--- config.mk ---
export PLATFORM = sky130hd
export DESIGN_NAME = double_ended_ticket_queue
export DESIGN_NICKNAME = d
export VERILOG_FILES = /design/src/sv/detq_pkg.sv /design/src/sv/detq_ram.sv /design/src/sv/detq_ctrl.sv /design/src/sv/double_ended_ticket_queue.sv
export SDC_FILE = /design/constraint.sdc
export NUM_CORES = 1
export LEC_CHECK = 0
export BUFFER_PORTS_ARGS = -buffer_cell sky130_fd_sc_hd__buf_4
export CAP_MARGIN = 15
export CORE_UTILIZATION = 35
export DETAILED_ROUTE_END_ITERATION = 6
export REMOVE_ABC_BUFFERS = 1
export SYNTH_ARGS = -nofsm -noshare
export SYNTH_HDL_FRONTEND = slang
export SYNTH_HIERARCHICAL = 1
export SYNTH_SLANG_ARGS = --single-unit
--- constraint.sdc ---
create_clock -name clk -period 6.8 [get_ports clk]
set_clock_uncertainty 0.2 [all_clocks]
set_input_delay 0.34 -clock clk [delete_from_list [all_inputs] [get_ports clk]]
set_output_delay 0.34 -clock clk [all_outputs]
set_load 0.005 [all_outputs]
--- src/sv/detq_pkg.sv ---
// Shared types, constants and ring index arithmetic for the double-ended ticket queue.
// Used by detq_ctrl and double_ended_ticket_queue; no dependencies.
package detq_pkg;

	localparam int DEPTH = 16;
	localparam int IDX_W = (DEPTH > 1) ? $clog2(DEPTH) : 1;
	localparam int CNT_W = $clog2(DEPTH + 1);
	localparam int ACT_W = 3;
	localparam int STS_W = 3;
	localparam int TKT_W = 32;
	localparam int POS_W = 5;

	localparam logic [ACT_W-1:0] ACT_PUSH_FRONT = 3'd0;
	localparam logic [ACT_W-1:0] ACT_PUSH_REAR  = 3'd1;
	localparam logic [ACT_W-1:0] ACT_POP_FRONT  = 3'd2;
	localparam logic [ACT_W-1:0] ACT_POP_REAR   = 3'd3;
	localparam logic [ACT_W-1:0] ACT_DUMP_FWD   = 3'd4;
	localparam logic [ACT_W-1:0] ACT_DUMP_REV   = 3'd5;
	localparam logic [ACT_W-1:0] ACT_SEARCH     = 3'd6;

	localparam logic [STS_W-1:0] STS_OK        = 3'd0;
	localparam logic [STS_W-1:0] STS_EMPTY     = 3'd1;
	localparam logic [STS_W-1:0] STS_FULL      = 3'd2;
	localparam logic [STS_W-1:0] STS_FOUND     = 3'd3;
	localparam logic [STS_W-1:0] STS_NOT_FOUND = 3'd4;

	typedef struct packed {
		logic [ACT_W-1:0]        action;
		logic signed [TKT_W-1:0] ticket;
	} in_item_t;

	typedef struct packed {
		logic [STS_W-1:0]        status;
		logic signed [TKT_W-1:0] value;
		logic [POS_W-1:0]        position;
		logic                    last;
	} out_item_t;

	// Ring slot that lies off entries behind base, with off at most DEPTH.
	function automatic logic [IDX_W-1:0] slot_at(logic [IDX_W-1:0] base,
			logic [CNT_W-1:0] off);
		logic [CNT_W:0] sum;
		sum = (CNT_W+1)'(base) + (CNT_W+1)'(off);
		if (sum >= (CNT_W+1)'(DEPTH)) begin
			sum = sum - (CNT_W+1)'(DEPTH);
		end
		return sum[IDX_W-1:0];
	endfunction

endpackage

--- src/sv/detq_ram.sv ---
// Generic single-write, single-read synchronous RAM with registered read data.
// Read data holds its value in cycles without a read. No dependencies.
module detq_ram #(
	parameter int WIDTH = 32,
	parameter int DEPTH = 16,
	parameter int ADDR_W = (DEPTH > 1) ? $clog2(DEPTH) : 1
) (
	input  logic              clk,
	input  logic              wr_en,
	input  logic [ADDR_W-1:0] wr_addr,
	input  logic [WIDTH-1:0]  wr_data,
	input  logic              rd_en,
	input  logic [ADDR_W-1:0] rd_addr,
	output logic [WIDTH-1:0]  rd_data
);

	logic [WIDTH-1:0] mem [DEPTH];
	logic [WIDTH-1:0] rd_data_q;

	always_ff @(posedge clk) begin
		if (wr_en) begin
			mem[wr_addr] <= wr_data;
		end
		if (rd_en) begin
			rd_data_q <= mem[rd_addr];
		end
	end

	assign rd_data = rd_data_q;

endmodule

--- src/sv/detq_ctrl.sv ---
// Sequencer for the double-ended ticket queue: ring pointers, entry walk and result register.
// Depends on detq_pkg; drives the ports of one detq_ram.
module detq_ctrl (
	input  logic                        clk,
	input  logic                        arst_n,
	input  logic                        in_valid,
	output logic                        in_ready,
	input  detq_pkg::in_item_t          in_data,
	output logic                        out_valid,
	input  logic                        out_ready,
	output detq_pkg::out_item_t         out_data,
	output logic                        wr_en,
	output logic [detq_pkg::IDX_W-1:0]  wr_addr,
	output logic [detq_pkg::TKT_W-1:0]  wr_data,
	output logic                        rd_en,
	output logic [detq_pkg::IDX_W-1:0]  rd_addr,
	input  logic [detq_pkg::TKT_W-1:0]  rd_data
);

	typedef enum logic [1:0] {
		ST_IDLE,
		ST_POP,
		ST_WALK
	} state_t;

	state_t                         state_q;
	logic [detq_pkg::IDX_W-1:0]     front_q;
	logic [detq_pkg::CNT_W-1:0]     count_q;
	logic [detq_pkg::CNT_W-1:0]     idx_q;
	logic [detq_pkg::ACT_W-1:0]     act_q;
	logic [detq_pkg::TKT_W-1:0]     ticket_q;
	logic                           out_valid_q;
	detq_pkg::out_item_t            out_q;

	logic                           out_free;
	logic                           accept;
	logic                           full;
	logic                           empty;
	logic [detq_pkg::IDX_W-1:0]     front_dec;
	logic [detq_pkg::IDX_W-1:0]     front_inc;
	logic [detq_pkg::CNT_W-1:0]     count_dec;
	logic                           is_search;
	logic                           is_last;
	logic                           match;
	logic                           walk_step;
	logic [detq_pkg::CNT_W-1:0]     next_off;

	assign out_free  = !out_valid_q || out_ready;
	assign in_ready  = (state_q == ST_IDLE) && out_free;
	assign accept    = in_valid && in_ready;
	assign full      = (count_q == detq_pkg::CNT_W'(detq_pkg::DEPTH));
	assign empty     = (count_q == '0);
	assign count_dec = count_q - detq_pkg::CNT_W'(1);
	assign front_dec = (front_q == '0) ? detq_pkg::IDX_W'(detq_pkg::DEPTH - 1)
		: front_q - detq_pkg::IDX_W'(1);
	assign front_inc = (front_q == detq_pkg::IDX_W'(detq_pkg::DEPTH - 1)) ? '0
		: front_q + detq_pkg::IDX_W'(1);

	assign is_search = (act_q == detq_pkg::ACT_SEARCH);
	assign is_last   = ((idx_q + detq_pkg::CNT_W'(1)) == count_q);
	assign match     = (rd_data == ticket_q);
	assign walk_step = (state_q == ST_WALK) && !is_last
		&& (is_search ? !match : out_free);
	assign next_off  = (act_q == detq_pkg::ACT_DUMP_REV)
		? count_q - detq_pkg::CNT_W'(2) - idx_q
		: idx_q + detq_pkg::CNT_W'(1);

	always_comb begin
		wr_en   = 1'b0;
		wr_addr = detq_pkg::slot_at(front_q, count_q);
		wr_data = in_data.ticket;
		rd_en   = 1'b0;
		rd_addr = front_q;
		if (accept) begin
			unique case (in_data.action)
				detq_pkg::ACT_PUSH_FRONT: begin
					wr_en   = !full;
					wr_addr = front_dec;
				end
				detq_pkg::ACT_PUSH_REAR: begin
					wr_en = !full;
				end
				detq_pkg::ACT_POP_FRONT, detq_pkg::ACT_DUMP_FWD,
				detq_pkg::ACT_SEARCH: begin
					rd_en = !empty;
				end
				detq_pkg::ACT_POP_REAR, detq_pkg::ACT_DUMP_REV: begin
					rd_en   = !empty;
					rd_addr = detq_pkg::slot_at(front_q, count_dec);
				end
				default: begin
				end
			endcase
		end else if (walk_step) begin
			rd_en   = 1'b1;
			rd_addr = detq_pkg::slot_at(front_q, next_off);
		end
	end

	always_ff @(posedge clk or negedge arst_n) begin
		if (!arst_n) begin
			state_q     <= ST_IDLE;
			front_q     <= '0;
			count_q     <= '0;
			idx_q       <= '0;
			act_q       <= '0;
			ticket_q    <= '0;
			out_valid_q <= 1'b0;
			out_q       <= '0;
		end else begin
			if (out_valid_q && out_ready) begin
				out_valid_q <= 1'b0;
			end
			unique case (state_q)
				ST_IDLE: begin
					if (accept) begin
						act_q    <= in_data.action;
						ticket_q <= in_data.ticket;
						idx_q    <= '0;
						unique case (in_data.action)
							detq_pkg::ACT_PUSH_FRONT, detq_pkg::ACT_PUSH_REAR: begin
								out_valid_q     <= 1'b1;
								out_q.status    <= full ? detq_pkg::STS_FULL : detq_pkg::STS_OK;
								out_q.value     <= in_data.ticket;
								out_q.position  <= '0;
								out_q.last      <= 1'b1;
								if (!full) begin
									count_q <= count_q + detq_pkg::CNT_W'(1);
									if (in_data.action == detq_pkg::ACT_PUSH_FRONT) begin
										front_q <= front_dec;
									end
								end
							end
							detq_pkg::ACT_POP_FRONT, detq_pkg::ACT_POP_REAR: begin
								if (empty) begin
									out_valid_q    <= 1'b1;
									out_q.status   <= detq_pkg::STS_EMPTY;
									out_q.value    <= '0;
									out_q.position <= '0;
									out_q.last     <= 1'b1;
								end else begin
									state_q <= ST_POP;
									count_q <= count_dec;
									if (in_data.action == detq_pkg::ACT_POP_FRONT) begin
										front_q <= front_inc;
									end
								end
							end
							detq_pkg::ACT_DUMP_FWD, detq_pkg::ACT_DUMP_REV,
							detq_pkg::ACT_SEARCH: begin
								if (empty) begin
									out_valid_q    <= 1'b1;
									out_q.status   <= detq_pkg::STS_EMPTY;
									out_q.value    <= (in_data.action == detq_pkg::ACT_SEARCH)
										? in_data.ticket : '0;
									out_q.position <= '0;
									out_q.last     <= 1'b1;
								end else begin
									state_q <= ST_WALK;
								end
							end
							default: begin
							end
						endcase
					end
				end
				ST_POP: begin
					if (out_free) begin
						out_valid_q    <= 1'b1;
						out_q.status   <= detq_pkg::STS_OK;
						out_q.value    <= rd_data;
						out_q.position <= '0;
						out_q.last     <= 1'b1;
						state_q        <= ST_IDLE;
					end
				end
				ST_WALK: begin
					if (walk_step) begin
						idx_q <= idx_q + detq_pkg::CNT_W'(1);
					end
					if (is_search) begin
						if (out_free && (match || is_last)) begin
							out_valid_q    <= 1'b1;
							out_q.status   <= match ? detq_pkg::STS_FOUND
								: detq_pkg::STS_NOT_FOUND;
							out_q.value    <= ticket_q;
							out_q.position <= match
								? detq_pkg::POS_W'(idx_q + detq_pkg::CNT_W'(1)) : '0;
							out_q.last     <= 1'b1;
							state_q        <= ST_IDLE;
						end
					end else if (out_free) begin
						out_valid_q    <= 1'b1;
						out_q.status   <= detq_pkg::STS_OK;
						out_q.value    <= rd_data;
						out_q.position <= '0;
						out_q.last     <= is_last;
						if (is_last) begin
							state_q <= ST_IDLE;
						end
					end
				end
				default: begin
					state_q <= ST_IDLE;
				end
			endcase
		end
	end

	assign out_valid = out_valid_q;
	assign out_data  = out_q;

endmodule

--- src/sv/double_ended_ticket_queue.sv ---
// Latency: a push answers in the cycle after its transfer; a pop of a non-empty queue
// goes through ST_POP and then the result register; an empty pop answers like a push.
// Throughput: one item at a time; a dump or a search walks the stored entries through
// the single RAM read port, one entry per cycle, a dump only while results are taken.
// Reset: arst_n clears the ring pointers and entry count, so the queue starts empty;
// the ticket RAM is not cleared and needs no clearing pass.
module double_ended_ticket_queue (
	input  logic                clk,
	input  logic                arst_n,
	input  logic                in_valid,
	output logic                in_ready,
	input  detq_pkg::in_item_t  in_data,
	output logic                out_valid,
	input  logic                out_ready,
	output detq_pkg::out_item_t out_data
);

	logic                        wr_en;
	logic [detq_pkg::IDX_W-1:0]  wr_addr;
	logic [detq_pkg::TKT_W-1:0]  wr_data;
	logic                        rd_en;
	logic [detq_pkg::IDX_W-1:0]  rd_addr;
	logic [detq_pkg::TKT_W-1:0]  rd_data;

	detq_ctrl u_ctrl (
		.clk       (clk),
		.arst_n    (arst_n),
		.in_valid  (in_valid),
		.in_ready  (in_ready),
		.in_data   (in_data),
		.out_valid (out_valid),
		.out_ready (out_ready),
		.out_data  (out_data),
		.wr_en     (wr_en),
		.wr_addr   (wr_addr),
		.wr_data   (wr_data),
		.rd_en     (rd_en),
		.rd_addr   (rd_addr),
		.rd_data   (rd_data)
	);

	detq_ram #(
		.WIDTH  (detq_pkg::TKT_W),
		.DEPTH  (detq_pkg::DEPTH),
		.ADDR_W (detq_pkg::IDX_W)
	) u_ram (
		.clk     (clk),
		.wr_en   (wr_en),
		.wr_addr (wr_addr),
		.wr_data (wr_data),
		.rd_en   (rd_en),
		.rd_addr (rd_addr),
		.rd_data (rd_data)
	);

endmodule
== Word-level counts from Yosys, hierarchy flattened ==
Memories as Yosys holds them, arrays and structs flattened. A register that Yosys moved wholly into a read port is not among the register bits.
Cells that the tools add are included.

* Bits in writable memories: 512
* Register bits: 93
* Bits in latches: 0
* Memory bits (read-only): 0
* Memories: 1

* Shift operators: 0
* Reductions and logical operators: 31
* Divide/modulo/power cells: 0
* Magnitude comparators: 3
* Add/sub/neg operators: 13
* Bitwise operators: 0
* $mul: 0
* Mux-type cells: 61
* Equality and inequality tests: 30

{| class="wikitable"
|+ Memory list
! memory !! words !! bits a word !! read ports !! clocked after Yosys merged registers in !! wr ports !! RTL line !! source
|-
| u_ram.mem || 16 || 32 || 1 || 1 || 1 || detq_ram.sv:17 || <nowiki>logic [WIDTH-1:0] mem [DEPTH];</nowiki>
|}

{| class="wikitable"
|+ Operators with widths
! cell !! number
|-
| two-way mux 41 bit || 7
|-
| case mux 41 bit (3 select lines) || 2
|-
| two-way mux 4 bit || 14
|-
| == test 32 bit || 1
|-
| two-way mux 32 bit || 1
|-
| two-way mux 5 bit || 6
|-
| case mux 5 bit (2 select lines) || 2
|-
| adder 4 x 5 -> 6 bit || 3
|-
| >= comparator 6 x 5 -> 1 bit (second input constant) || 3
|-
| two-way mux 2 bit || 9
|-
| AND reduction 8 bit || 2
|-
| subtractor 4 x 1 -> 4 bit (second input constant) || 4
|-
| == test 3 bit (second input constant) || 5
|-
| two-way mux 1 bit || 14
|-
| != test 3 bit (second input constant) || 4
|-
| adder 5 x 1 -> 5 bit (second input constant) || 2
|-
| != test 2 x 1 -> 1 bit (second input constant) || 5
|-
| case mux 4 bit (2 select lines) || 1
|-
| AND reduction 7 bit || 1
|-
| == test 3 x 2 -> 1 bit (second input constant) || 2
|-
| logical AND 1 bit || 6
|-
| != test 3 x 1 -> 1 bit (second input constant) || 2
|-
| != test 3 x 2 -> 1 bit (second input constant) || 2
|-
| case mux 2 bit (3 select lines) || 1
|-
| other kinds (30) || 39
|}

== Depth between registers and ports, before layout ==
* Depth after elaboration: 8
* Mapped depth: 18

== Hierarchy ==
The synthesis kept the hierarchy.

{| class="wikitable"
|+ By module, submodules not included
! module !! area each (µm²) !! sequential area each (µm²) !! cells each !! times used
|-
| detq_ram || 20,155.6 || 16,335.7 || 838 || 1
|-
| detq_ctrl || 5,954.5 || 2,327.2 || 654 || 1
|}

== Worst setup path before layout ==
Ideal clock, no wire load.

* Path kind: flip-flop to flip-flop
* Start: register u_ctrl.state_q[1]
* End: memory u_ram.mem[0][0], enable pin
* Clock period less this slack: 5.299 ns
* Setup time: 0.461 ns
* Data required time: 6.139 ns
* Stages on the path, launching flop included: 9
* Data arrival time: 4.638 ns
* Buffers on the path: 1
* Slack: 1.501 ns
* Cells stage by stage: dfrtp_1 > inv_1 > ha_1 > and2_1 > nand2_1 > clkbuf_1 > a2111oi_0 > or3b_2 > nor3_1

* Word-level cells in the longest chain between the ends: 6

{| class="wikitable"
|+ RTL lines
! what !! RTL line !! source
|-
| start: declaration || detq_ctrl.sv:26 || <nowiki>state_t state_q;</nowiki>
|-
| start signal: assignment || detq_ctrl.sv:102 || <nowiki>state_q <= ST_IDLE;</nowiki>
|-
| start signal: assignment || detq_ctrl.sv:142 || <nowiki>state_q <= ST_POP;</nowiki>
|-
| start signal: assignment || detq_ctrl.sv:159 || <nowiki>state_q <= ST_WALK;</nowiki>
|-
| zero test 2 bit || detq_ctrl.sv:49 || <nowiki>assign in_ready = (state_q == ST_IDLE) && out_free;</nowiki>
|-
| logical AND 1 bit || detq_ctrl.sv:49 ||
|-
| via in_ready || double_ended_ticket_queue.sv:11 || <nowiki>output logic in_ready,</nowiki>
|-
| logical AND 1 bit || detq_ctrl.sv:50 || <nowiki>assign accept = in_valid && in_ready;</nowiki>
|-
| two-way mux 1 bit || detq_ctrl.sv:74 || <nowiki>if (accept) begin</nowiki>
|-
| via wr_en || double_ended_ticket_queue.sv:18 || <nowiki>logic wr_en;</nowiki>
|-
| two-way mux 1 bit || detq_ram.sv:21 || <nowiki>if (wr_en) begin</nowiki>
|-
| two-way mux 1 bit (not written as such) || detq_ram.sv:22 || <nowiki>mem[wr_addr] <= wr_data;</nowiki>
|-
| end: declaration || detq_ram.sv:17 ||
|}

The timed path passes the listed nets, and every way through them passes these cells.

== Worst setup path in the final report ==
* Start: register u_ctrl.state_q[1]
* End: memory u_ram.mem[1][17], enable pin

* Word-level cells in the longest chain between the ends: 6

{| class="wikitable"
|+ RTL lines
! what !! RTL line
|-
| zero test 2 bit || detq_ctrl.sv:49
|-
| logical AND 1 bit || detq_ctrl.sv:49
|-
| logical AND 1 bit || detq_ctrl.sv:50
|-
| two-way mux 1 bit || detq_ctrl.sv:74
|-
| via wr_en || double_ended_ticket_queue.sv:18
|-
| two-way mux 1 bit || detq_ram.sv:21
|-
| two-way mux 1 bit (not written as such) || detq_ram.sv:22
|}

The timed path passes the listed nets, and every way through them passes these cells.

==> flow_summary.toml <==
[routing]
remaining_drc_errors = 7
drt_iter0_markers = 1454
postRouteAntennaNets = 0
routed-via-count = 14200
drt-wirelength-per-cell_um = 25.2
viasPerCell = 5.43
routed_wl_um = 65800
firstDrtPassIters = 7

[sta]
final_hold_viol_count = 0
relSlewSlack_pct = 12.7
setup_tns_ps = 0
timing.final.crit_period_ps = 5250
max_slew.worst_pin.slew_ps = 1280
setup_viol = 0
rsz0062_at_grt = "no"
fmax_mhz = 190
fin_crit_sh_pct = 77.3
final_max_slew_viol_count = 0

[grt]
grt_pass1_vias = 14500
grt_pass1_wl_um = 97900
grt_max_degree = 75
gr-total-overflow = 0
grt.total_usage_pct = 17.7
grt_antenna_before_repair = 0

[status]
outcome = "finished with violations"
failed_checks = "DRC"

[cells_and_area]
final_core_util_pct = 41.5
final_cell_mix = "544 x edfxtp_1, 149 x nand2_1, 128 x mux4_2, 109 x buf_4, 93 x dfrtp_1"
fin_cells = 2615
n_fill_cell = 6494
area_delta_synth_final_pct = 16.4
layout-drive-gt1-share_pct = 22.9
antenna_cells = 0
fin_nets = 1668
final_common_cell = "edfxtp_1"

[floorplanning]
num_rows = 99
dieWidth_um = 275
die_area_um2 = 75700
coreArea_um2 = 73300
ios = 82
die_y_um = 275
initial_core_util_pct = 35.6

[clocking]
tritoncts = "yes"
clk_latency_ps = 620
cts-root-buf = "clkbuf_16"
cts.sink_count = 637
htreeDepth = 3
post_cts_resize_count = 0
numCtsBuffers = 69
cts.clk_slew.worst_paths_ps = 60
clockBufferDepth = 3
cts_hold_buf = 37
post_cts_buffers = 0

[critical_path]
required_ps = 6870
start_kind = "register"
reg2reg_from = "u_ctrl/state_q[1]"
rrSetupSlack_ps = 1550
crit_arrival_ps = 5320
path_max_fanout = 45
r2r_end = "u_ram/mem[1][17]"
end_kind = "register"
reg2reg_depth = 10
path_class = "register to register"

[synth]
synth-seq-cells = 637
synthArstFlopShare_pct = 14.6
synth_area_per_cell_um2 = 17.5
synth.distinct_cells = 62
dominantRegCellSynth = "edfxtp_1"
synth_cells = 1492
yosysSeqAreaShare_pct = 71.5
synth_warnings = 6
synth_edf_count = 544
synth_area_um2 = 26100

[place]
place_inst = 2451
numPortBuffers = 81
gp_congestion = 0.853
hpwl_um = 38800

[hold_path]
worst_hold_path_type = "input port to async pin"

[flow_run]
maxCapViolations = 0

[pwr]
leakagePower_uw = 0.0104
power_density_nw_per_um2 = 469
power_uw = 14300
ir_drop_mv = 0.423
==> kinds of logic (layout without fill, tap and decap cells) <==
group                      Yosys count  after routing  synth area share, %
DFF                                637            637                 71.5
and+or+nand+nor                    280            280                 4.71
AOI/OAI and AO/OA                  205            205                 5.75
muxes                              146            146                 11.8
buffers and inverters              135            299                 2.77
xor gates and xnor gates            60             60                 2.01
adders and majority gates           29             29                 1.50
==> synthesized netlist by cell type, drive strengths merged (3+ instances only) <==
cell	number	area, um^2
dfrtp	93	2330
edfxtp	544	16300
inv	20	75.1
a22oi	72	541
fa	4	80.1
a211o	5	43.8
o211ai	3	22.5
a21o	5	37.5
a21oi	54	270
nor3	7	35.0
a222oi	24	240
ha	25	313
xor2	14	123
mux2i	9	90.1
a22o	8	70.1
nand3	13	65.1
a31oi	5	46.3
o21ai	11	55.1
and2	4	25.0
xnor2	46	403
mux4	128	2880
a41oi	3	33.8
nand4	14	93.8
nand3b	4	33.8
nand2	151	567
buf	75	499
clkbuf	40	150
nor2b	3	18.8
mux2	9	101
nor2	65	246
nand2b	6	37.5
==> sequential cells by signal, summed over array words and instances, names as in the netlist <==
register and count:
u_ctrl/act_q 3, u_ctrl/count_q 5, u_ctrl/front_q 4, u_ctrl/idx_q 5, u_ctrl/out_data 41, u_ctrl/out_valid 1, u_ctrl/state_q 2, u_ctrl/ticket_q 32
u_ram/mem 512, u_ram/rd_data 32
==> cell type report <==
class / instances / area [um^2] / share of cell area [%]
inverter: 20 / 75.1 / 0.247
sequential: 637 / 18700 / 61.4
clock buffer: 96 / 1920 / 6.31
clock inverter: 31 / 349 / 1.15
tap: 959 / 1200 / 3.95
timing repair buffer: 152 / 1310 / 4.30
multi-input combinational: 720 / 6890 / 22.7
==> metrics by stage <==
step                      hold WS (ps)  setup WS [ps]  cell area (um^2)
after floorplan                   -156            340             25500
after global placement             102           1650             27700
after detailed placement           111           1710             27800
after CTS                         17.7           1670             30400
after global routing              49.7           1460             30400
final                             26.1           1550             30400
==> worst max-delay path by stage <==
stage	from	end	slack, ps	cells past startpoint
final	u_ctrl/state_q[1]	u_ram/mem[1][17]	1550	10
after global placement	u_ctrl/state_q[1]	u_ram/mem[3][7]	1650	9
after floorplan	u_ctrl/state_q[1]	u_ram/rd_data[0]	340	10
after detailed placement	u_ctrl/state_q[0]	u_ram/mem[11][3]	1710	10
after CTS	u_ctrl/state_q[0]	u_ram/mem[11][18]	1670	10
after global routing	u_ctrl/state_q[0]	u_ram/mem[11][18]	1460	10
==> critical path, cell delays in order (launching register included) <==
cell,delay [ps]
dfrtp_1,420
inv_1,110
ha_1,450
and2_1,260
nand2_2,90
buf_4,310
a2111oi_0,1150
buf_4,280
or3b_2,570
nor2_4,560
buf_4,470
==> metal layers <==
| metal | vias up | track usage, % | part of all wire [%] |
|---|---|---|---|
| li1 | 6094 | - | - |
| met1 | 7493 | 25.4 | 44 |
| met4 | 0 | 4.54 | 2.1 |
| met3 | 91 | 2.89 | 5.9 |
| met5 | - | 0 | 0 |
| met2 | 517 | 28.1 | 48 |
==> power by group <==
part | leakage [uW] | internal (uW) | switching, uW | total [uW]
Clock | 0.00110 | 2180 | 1540 | 3720
Sequential | 0.00605 | 4850 | 377 | 5220
Combinational | 0.00328 | 2240 | 3090 | 5330
Power figures use the tool's default switching activity.
